==> src/rtl/uer_pkg.sv <==
// ----------------------------------------------------------------------------
// uer_pkg
// Shared types and constants of the ultrasonic echo ranger.
// ----------------------------------------------------------------------------
package uer_pkg;

  // Default number of sensor channels
  localparam int CHANNELS_DEF = 6;

  localparam int CHAN_W = 4;
  localparam int TIME_W = 64;
  localparam int SPAN_W = 32;
  localparam int DIST_W = 22;

  // Speed of sound scaling: distance = ((span * 331) mod 2^32) / 2000
  localparam logic [8:0] SOUND_MUL = 9'd331;

  // Divide by 2000 = drop 4 bits, then divide by 125 with a reciprocal.
  // For a 28-bit x, x / 125 == (x * ceil(2^35 / 125)) >> 35.
  localparam int PRE_SHIFT   = 4;
  localparam int QUOT_IN_W   = SPAN_W - PRE_SHIFT;
  localparam int RECIP_W     = 29;
  localparam int RECIP_SHIFT = 35;
  localparam logic [RECIP_W-1:0] RECIP_125 = 29'd274877907;

  typedef enum logic [1:0] {
    FUNC_TRIGGER = 2'd0,
    FUNC_CLEAR   = 2'd1,
    FUNC_RISE    = 2'd2,
    FUNC_FALL    = 2'd3
  } uer_func_t;

  typedef struct packed {
    uer_func_t          func;
    logic [CHAN_W-1:0]  channel;
    logic [TIME_W-1:0]  now_us;
  } uer_in_t;

  // Outcome of the state update, before the distance arithmetic
  typedef struct packed {
    logic [CHAN_W-1:0]  channel;
    logic [SPAN_W-1:0]  span;
    logic               measured;
    logic               armed;
    logic               ignored;
  } uer_span_t;

  typedef struct packed {
    logic [CHAN_W-1:0]  channel_out;
    logic [DIST_W-1:0]  distance_mm;
    logic               measured;
    logic               armed;
    logic               ignored;
  } uer_out_t;

endpackage

==> src/rtl/uer_event_stage.sv <==
// ----------------------------------------------------------------------------
// uer_event_stage
// Per-channel state table: read, update and write back one event per cycle while sp is not stalled.
// ----------------------------------------------------------------------------
module uer_event_stage #(
  parameter int CHANNELS = uer_pkg::CHANNELS_DEF
) (
  input  logic              clk,
  input  logic              rst,
  input  logic              ev_valid,
  output logic              ev_ready,
  input  uer_pkg::uer_in_t   ev,
  output logic              sp_valid,
  input  logic              sp_ready,
  output uer_pkg::uer_span_t sp
);
  import uer_pkg::*;

  localparam int IDX_W = (CHANNELS > 1) ? $clog2(CHANNELS) : 1;
  localparam logic [CHAN_W:0] CH_LIMIT = (CHAN_W+1)'(CHANNELS);

  // The stored distance is kept as the echo span it was derived from;
  // a span of zero gives a distance of zero.
  logic              armed_flags [CHANNELS];
  logic [TIME_W-1:0] rise_time   [CHANNELS];
  logic [SPAN_W-1:0] echo_span   [CHANNELS];

  logic              in_range;
  logic [IDX_W-1:0]  idx;
  logic              take;
  logic              armed_cur;
  logic [TIME_W-1:0] rise_cur;
  logic [SPAN_W-1:0] span_cur;
  logic              armed_next;
  logic [TIME_W-1:0] rise_next;
  logic [SPAN_W-1:0] span_next;
  uer_span_t         sp_next;

  assign in_range = {1'b0, ev.channel} < CH_LIMIT;
  assign idx      = ev.channel[IDX_W-1:0];
  assign ev_ready = !sp_valid || sp_ready;
  assign take     = ev_valid && ev_ready;

  always_comb begin
    armed_cur  = 1'b0;
    rise_cur   = '0;
    span_cur   = '0;
    if (in_range) begin
      armed_cur = armed_flags[idx];
      rise_cur  = rise_time[idx];
      span_cur  = echo_span[idx];
    end

    armed_next       = armed_cur;
    rise_next        = rise_cur;
    span_next        = span_cur;
    sp_next.channel  = ev.channel;
    sp_next.measured = 1'b0;
    sp_next.ignored  = 1'b0;

    case (ev.func)
      FUNC_TRIGGER: begin
        armed_next = 1'b1;
        rise_next  = '0;
      end
      FUNC_CLEAR: begin
        armed_next = 1'b1;
        rise_next  = '0;
        span_next  = '0;
      end
      FUNC_RISE: begin
        if (!armed_cur) begin
          sp_next.ignored = 1'b1;
        end else begin
          rise_next = ev.now_us;
        end
      end
      FUNC_FALL: begin
        if (!armed_cur) begin
          sp_next.ignored = 1'b1;
        end else begin
          armed_next = 1'b0;
          if (ev.now_us > rise_cur && rise_cur != '0) begin
            span_next        = ev.now_us[SPAN_W-1:0] - rise_cur[SPAN_W-1:0];
            sp_next.measured = 1'b1;
          end
        end
      end
      default: begin
        sp_next.ignored = 1'b1;
      end
    endcase

    sp_next.span  = span_next;
    sp_next.armed = armed_next;

    if (!in_range) begin
      sp_next.span     = '0;
      sp_next.armed    = 1'b0;
      sp_next.measured = 1'b0;
      sp_next.ignored  = 1'b1;
    end
  end

  always_ff @(posedge clk) begin
    if (rst) begin
      for (int i = 0; i < CHANNELS; i++) begin
        armed_flags[i] <= 1'b0;
        rise_time[i]   <= '0;
        echo_span[i]   <= '0;
      end
    end else if (take && in_range) begin
      armed_flags[idx] <= armed_next;
      rise_time[idx]   <= rise_next;
      echo_span[idx]   <= span_next;
    end
  end

  always_ff @(posedge clk) begin
    if (rst) begin
      sp_valid <= 1'b0;
    end else if (ev_ready) begin
      sp_valid <= ev_valid;
    end
  end

  always_ff @(posedge clk) begin
    if (take) begin
      sp <= sp_next;
    end
  end

endmodule

==> config.mk <==
export PLATFORM = sky130hd
export DESIGN_NAME = uer_event_stage
export DESIGN_NICKNAME = d
export VERILOG_FILES = /design/src/rtl/uer_pkg.sv /design/src/rtl/uer_event_stage.sv
export SDC_FILE = /design/constraint.sdc
export NUM_CORES = 1
export LEC_CHECK = 0
export BUFFER_PORTS_ARGS = -buffer_cell sky130_fd_sc_hd__buf_2
export CAP_MARGIN = 10
export CELL_PAD_IN_SITES_DETAIL_PLACEMENT = 1
export CELL_PAD_IN_SITES_GLOBAL_PLACEMENT = 1
export CORE_UTILIZATION = 45
export DETAILED_ROUTE_END_ITERATION = 10
export GPL_ROUTABILITY_DRIVEN = 0
export PLACE_DENSITY = 0.74
export REMOVE_ABC_BUFFERS = 1
export SETUP_SLACK_MARGIN = 0.05
export SLEW_MARGIN = 30
export SYNTH_ARGS = -nofsm -noshare
export SYNTH_HDL_FRONTEND = slang
export SYNTH_SLANG_ARGS = --single-unit
export TNS_END_PERCENT = 100
==> constraint.sdc <==
create_clock -name clk -period 9.7 [get_ports clk]
set_clock_uncertainty 0.2 [all_clocks]
set_input_delay 1.94 -clock clk [delete_from_list [all_inputs] [get_ports clk]]
set_output_delay 1.94 -clock clk [all_outputs]
set_load 0.01 [all_outputs]
==> results of run 1 <==
-- metrics by stage --
stage	worst slack, ns	power, uW
2_1_floorplan	-1.79	4250
3_3_place_gp	1.68	4580
3_5_place_dp	1.49	4610
4_1_cts	2.11	7610
5_1_grt	1.81	7780
6_report	2.06	7590
-- routing by layer --
metal / GRT usage (%) / routed length [um] / share of wire [%] / vias up
li1: - / - / - / 10008
met1: 36.0 / 43200 / 39 / 12286
met2: 47.5 / 55900 / 50 / 992
met3: 4.57 / 8370 / 7.5 / 211
met4: 9.86 / 3840 / 3.4 / 0
met5: 0 / 0 / 0 / -
-- layout make-up --
type / instances / area, um2
Fill cell: 7774 / 37400
Inverter: 122 / 460
Tap cell: 1040 / 1300
Multi-Input combinational cell: 1684 / 12500
Clock buffer: 112 / 2270
Sequential cell: 750 / 22500
Antenna cell: 2 / 5.00
Clock inverter: 41 / 304
Timing Repair Buffer: 157 / 1020
-- report_power, final --
part | switching (uW) | internal, uW
registers | 39.1 | 3690
clock network | 1310 | 1730
logic | 546 | 280
-- registers in the layout, indices dropped and copies added, names as in the netlist --
| name | cells |
|---|---|
| armed_flags | 6 |
| echo_span | 192 |
| rise_time | 512 |
| sp | 39 |
| sp_valid | 1 |
-- tightest hold or removal path: cells and delay by family, from the launching register on --
family	cells	cell delay, ns
flops	1	0.31
compound gates	1	0.07
simple gates	1	0.09
-- cells in the final DEF, fill, tap and decap left out, drive strengths merged, types with 11 or more instances in the layout --
cell type and count:
edfxtp 749, nor2 485, nand2 183, mux4 161, buf 157, conb 128, inv 124, clkbuf 112
nor3 81, ha 64, or3 63, o21a 60, mux2 58, o21ai 56, a21oi 56, mux2i 38
clkinv 34, nor4 30, a22oi 24, nand4 20, nand3 20, xnor2 19, a21o 13, nand2b 11
-- kinds of logic (layout without fill, tap and decap cells) --
logic type / count (synthesis) / count (layout) / share of synthesized area (%)
xor+xnor: 27 / 27 / 0.664
flops: 750 / 750 / 63.2
other cells: 1 / 130 / 0.0105
simple gates: 927 / 927 / 11.3
fa+ha+maj: 65 / 65 / 2.31
compound gates: 280 / 280 / 6.12
buf+inv: 286 / 432 / 3.27
mux: 257 / 257 / 13.1
-- worst max-delay path by stage --
stage,start,endpoint,slack (ns),cells past startpoint
6_report,ev[64],echo_span[0][18],2.06,18
5_1_grt,ev[64],echo_span[0][18],1.81,18
4_1_cts,ev[64],echo_span[0][18],2.11,18
3_5_place_dp,ev[64],echo_span[0][18],1.49,18
3_3_place_gp,ev[64],echo_span[1][18],1.68,18
2_1_floorplan,ev[66],armed_flags[2],-1.79,5
==> results.tsv, run 1 <==
metric	value	unit
status	finished, final reports clean	
post-synth-top-count-cell	edfxtp_1	
io_pins	115	
placedCellCount	3753	
hold_path.class	flip-flop to flip-flop	
die_y	283	um
power_leakage	0.0149	uW
antenna_found_initial	2	
cp.required	9.95	ns
clk_path_buf_depth	3	
reg2reg_setup_slack	4.01	ns
slew_headroom	33.0	%
cts_resized	0	
drc_errors	0	
syn_inst	2593	
synth_cell_types	72	
worstSetupPathType	input port to flip-flop	
cts_root_buf	clkbuf_16	
wl_per_cell	28.5	um
num_vias	23497	
final_cells	3908	
synth_area_leader_cell	edfxtp_1	
min_period	7.64	ns
ant_nets	0	
slowest_stage	mux4_2	
nets	2937	
avgSynthCellArea	13.7	um2
grt_pass1_vias	25380	
arrival	7.89	ns
cts_buffers	83	
cts_tree	yes	
cts.sinks	750	
crit_path_max_incr_delay	0.58	ns
rsz0062_at_grt	false	
netlist.area_leader.share	63.2	%
cp_max_fo	43	
port_buffers	114	
synth_area_leaders	edfxtp_1, mux4_2, nor2_1	
yosysWarnings	0	
place_area	37800	um2
fin_tns_setup	0	ns
maxCapViolations	0	
layout-drive-gt1-share	19.0	%
reg2reg_to	echo_span[3][11]	
clock_latency	0.64	ns
endpoint_kind	flip-flop	
drt-pass1-iter-count	5	
worst_pin_slew	1.00	ns
finalInstanceArea	40400	um2
post_cts_buffers	0	
grt_pass1_wl	165	mm
path_cells	buf_8 -> buf_4 -> mux4_2 -> mux2_2 -> nand2_1 -> ha_1 -> nand2_1 -> o21ai_0 -> a41oi_1 -> a21oi_1 -> a211oi_1 -> and2_1 -> nor2_2 -> nand2_2 -> inv_2 -> buf_4 -> a22oi_4 -> nor2_1	
viasPerCell	6.01	
holdPathEnd	sp_valid	
yosys_register_bits	750	
ir_worst_vdd	0.133	mV
routed_wl	111	mm
start_util	45.7	%
grt_max_degree	128	
hpwl	70.1	mm
yosysSeqAreaShare	63.2	%
std_cell_rows	102	
path_buf_inv	4	
power_density	188	nW/um2
crit_family	buffers and inverters	
synth_edf_count	749	
rr_worst_depth	16	
synthTopCellsByCount	edfxtp_1, nor2_1, nand2_1	
track_usage	27.9	%
hold_start	sp_valid	
syn_to_final_growth	13.5	%
holdWs	0.318	ns
synth_area	35600	um2
die_w	283	um
clkSlewWorstSetupHoldPaths	0.06	ns
final_core_util	51.9	%
synthArstFlopShare	0	%
timing.fmax	131	MHz
core_area	77800	um2
synth_flop_cell	edfxtp_1	
cts_htree_levels	3	
start_kind	input port	
timing.rr.start	rise_time[4][42]	
cts_hold_buffers	0	
die-area	80200	um2
grt.overflow.total	0	
post-route-period-util	78.7	%
drv_slew	0	
drt_iter0_markers	2171	
whs_path_depth	2	
finalSetupViolCount	0	
hold_viol	0	
(Power assumes the default switching activity.)
==> inputs of run 2 (changes only) <==
- PLACE_DENSITY: 0.74 -> 0.77
- clock period: 9.7 -> 6.3 ns (I/O delays scaled with it)
==> results.tsv, run 2 (synthesis results as in run 1) <==
metric	value	unit	change
port_buffers	114		unchanged
core_area	77800	um2	unchanged
grt_max_degree	98		-23%
timing.fmax	174	MHz	
path_buf_inv	3		-1
crit_path_max_incr_delay	0.56	ns	-0.02 ns
nets	2993		+1.9%
cts_buffers	81		-2.4%
start_kind	input port		
cts_resized	0		unchanged
maxCapViolations	0		unchanged
wl_per_cell	28.9	um	+1.3%
regMostFlops	rise_time		
holdPathEnd	sp_valid		
layout-drive-gt1-share	20.9	%	+1.9 points
die-area	80200	um2	unchanged
endpoint_kind	flip-flop		
worst_slack	0.538	ns	-1.52 ns
finalSetupViolCount	0		unchanged
reg2reg_to	echo_span[5][27]		
drt_iter0_markers	2431		+12%
hold_viol	0		unchanged
clock_latency	0.65	ns	about the same
hold_path.class	flip-flop to flip-flop		
finalInstanceArea	41000	um2	+1.3%
place_ws	-0.0315	ns	-1.52 ns
path_cells	buf_8 -> buf_12 -> mux4_2 -> mux2_2 -> nand2_1 -> ha_1 -> nand2_1 -> nor3_1 -> nand3_1 -> nor4_1 -> buf_4 -> nand2_1 -> a21bo_2 -> nor2_1 -> o2bb2ai_1 -> o2bb2ai_1 -> and2_1		
power_density	288	nW/um2	+53%
slew_headroom	27.3	%	-5.7 points
drc_errors	0		unchanged
post-route-period-util	91.5	%	
track_usage	28.4	%	+0.58 points
routed_wl	114	mm	+2.6%
worst_pin_slew	1.09	ns	+0.0856 ns
io_pins	115		unchanged
arrival	6.05	ns	-1.84 ns
holdWs	0.331	ns	+0.0133 ns
fillCellCount	7752		-0.28%
timing.rr.start	rise_time[6][16]		
grt_pass1_vias	25791		+1.6%
num_vias	24003		+2.2%
post_cts_buffers	0		unchanged
place_area	38400	um2	+1.5%
hpwl	72.7	mm	+3.8%
drt-pass1-iter-count	5		unchanged
cts_hold_buffers	0		unchanged
min_period	5.76	ns	
reg2reg_setup_slack	1.40	ns	-2.61 ns
power_leakage	0.0153	uW	+2.4%
cts_root_buf	clkbuf_16		
hold_start	sp_valid		
drv_slew	0		unchanged
grt_pass1_wl	168	mm	+1.7%
final_cells	3956		+1.2%
antennaDiodeCount	0		-2
fin_tns_setup	0	ns	unchanged
path_common_cell	nand2_1		
cp_max_fo	20		-53%
grt.overflow.total	0		unchanged
clkSlewWorstSetupHoldPaths	0.06	ns	about the same
cts_tree	yes		
largest_register_ffs	512		unchanged
worstSetupPathType	input port to flip-flop		
std_cell_rows	102		unchanged
layout_common_cells	edfxtp_1, nor2_1, nand2_1		
crit_family	simple AND/OR/NAND/NOR gates		
critical_path_depth	17		-1
syn_to_final_growth	15.1	%	
rr_worst_depth	15		-1
slowest_stage	mux4_2		
placedCellCount	3811		+1.5%
cts.sinks	750		unchanged
die_w	283	um	unchanged
cp.required	6.58	ns	-3.37 ns
cts_htree_levels	3		unchanged
final_common_cell	edfxtp_1		
status	finished, final reports clean		
ant_nets	0		unchanged
antenna_found_initial	2		unchanged
clk_path_buf_depth	3		unchanged
viasPerCell	6.07		+0.91%
top_regs	rise_time (512), echo_span (192), sp (39)		
whs_path_depth	2		unchanged
ir_worst_vdd	0.250	mV	+89%
rsz0062_at_grt	false		
die_y	283	um	unchanged
start_util	45.7	%	unchanged
-- run 2: area by class of cell --
type                            count  area (um2)  area share [%]
Sequential cell                   750       22500            55.0
Multi-Input combinational cell   1684       12500            30.5
Clock buffer                      104        2180            5.32
Timing Repair Buffer              215        1600            3.91
Tap cell                         1040        1300            3.18
Inverter                          122         459            1.12
Clock inverter                     41         395           0.965
-- run 2: how the worst max path moves through the flow --
stage | end | startpoint | slack, ns
2_1_floorplan | armed_flags[2] | ev[66] | -4.51
3_3_place_gp | echo_span[5][27] | ev[64] | 0.12
3_5_place_dp | echo_span[5][27] | ev[64] | -0.03
4_1_cts | echo_span[5][27] | ev[64] | 0.60
5_1_grt | echo_span[4][17] | ev[64] | 0.42
6_report | echo_span[5][27] | ev[64] | 0.54
-- run 2: stage by stage --
stage	total power [uW]	util, %
final	11800	52.6
after global routing	12100	52.6
after CTS	11800	52.6
after detailed placement	7150	49.3
after global placement	7100	49.3
after floorplan	6550	-
-- run 2: routing by layer --
metal	vias up	routed length [um]	global-route usage (%)
li1	10095	-	-
met1	12484	43600	36.1
met2	1186	57600	49.1
met3	236	8360	4.32
met4	2	4550	11.0
met5	-	11	0
-- run 2: tightest hold or removal path: stages, from the launching register on --
cell	delay (ns)
dfxtp_1	0.31
nand2b_1	0.10
a21oi_1	0.07
-- run 2: where the power goes --
group          leakage [uW]  switching, uW  total, uW  internal, uW
combinational       0.00629            860       1330           473
sequential          0.00775           62.9       5740          5680
clock               0.00126           2000       4720          2730
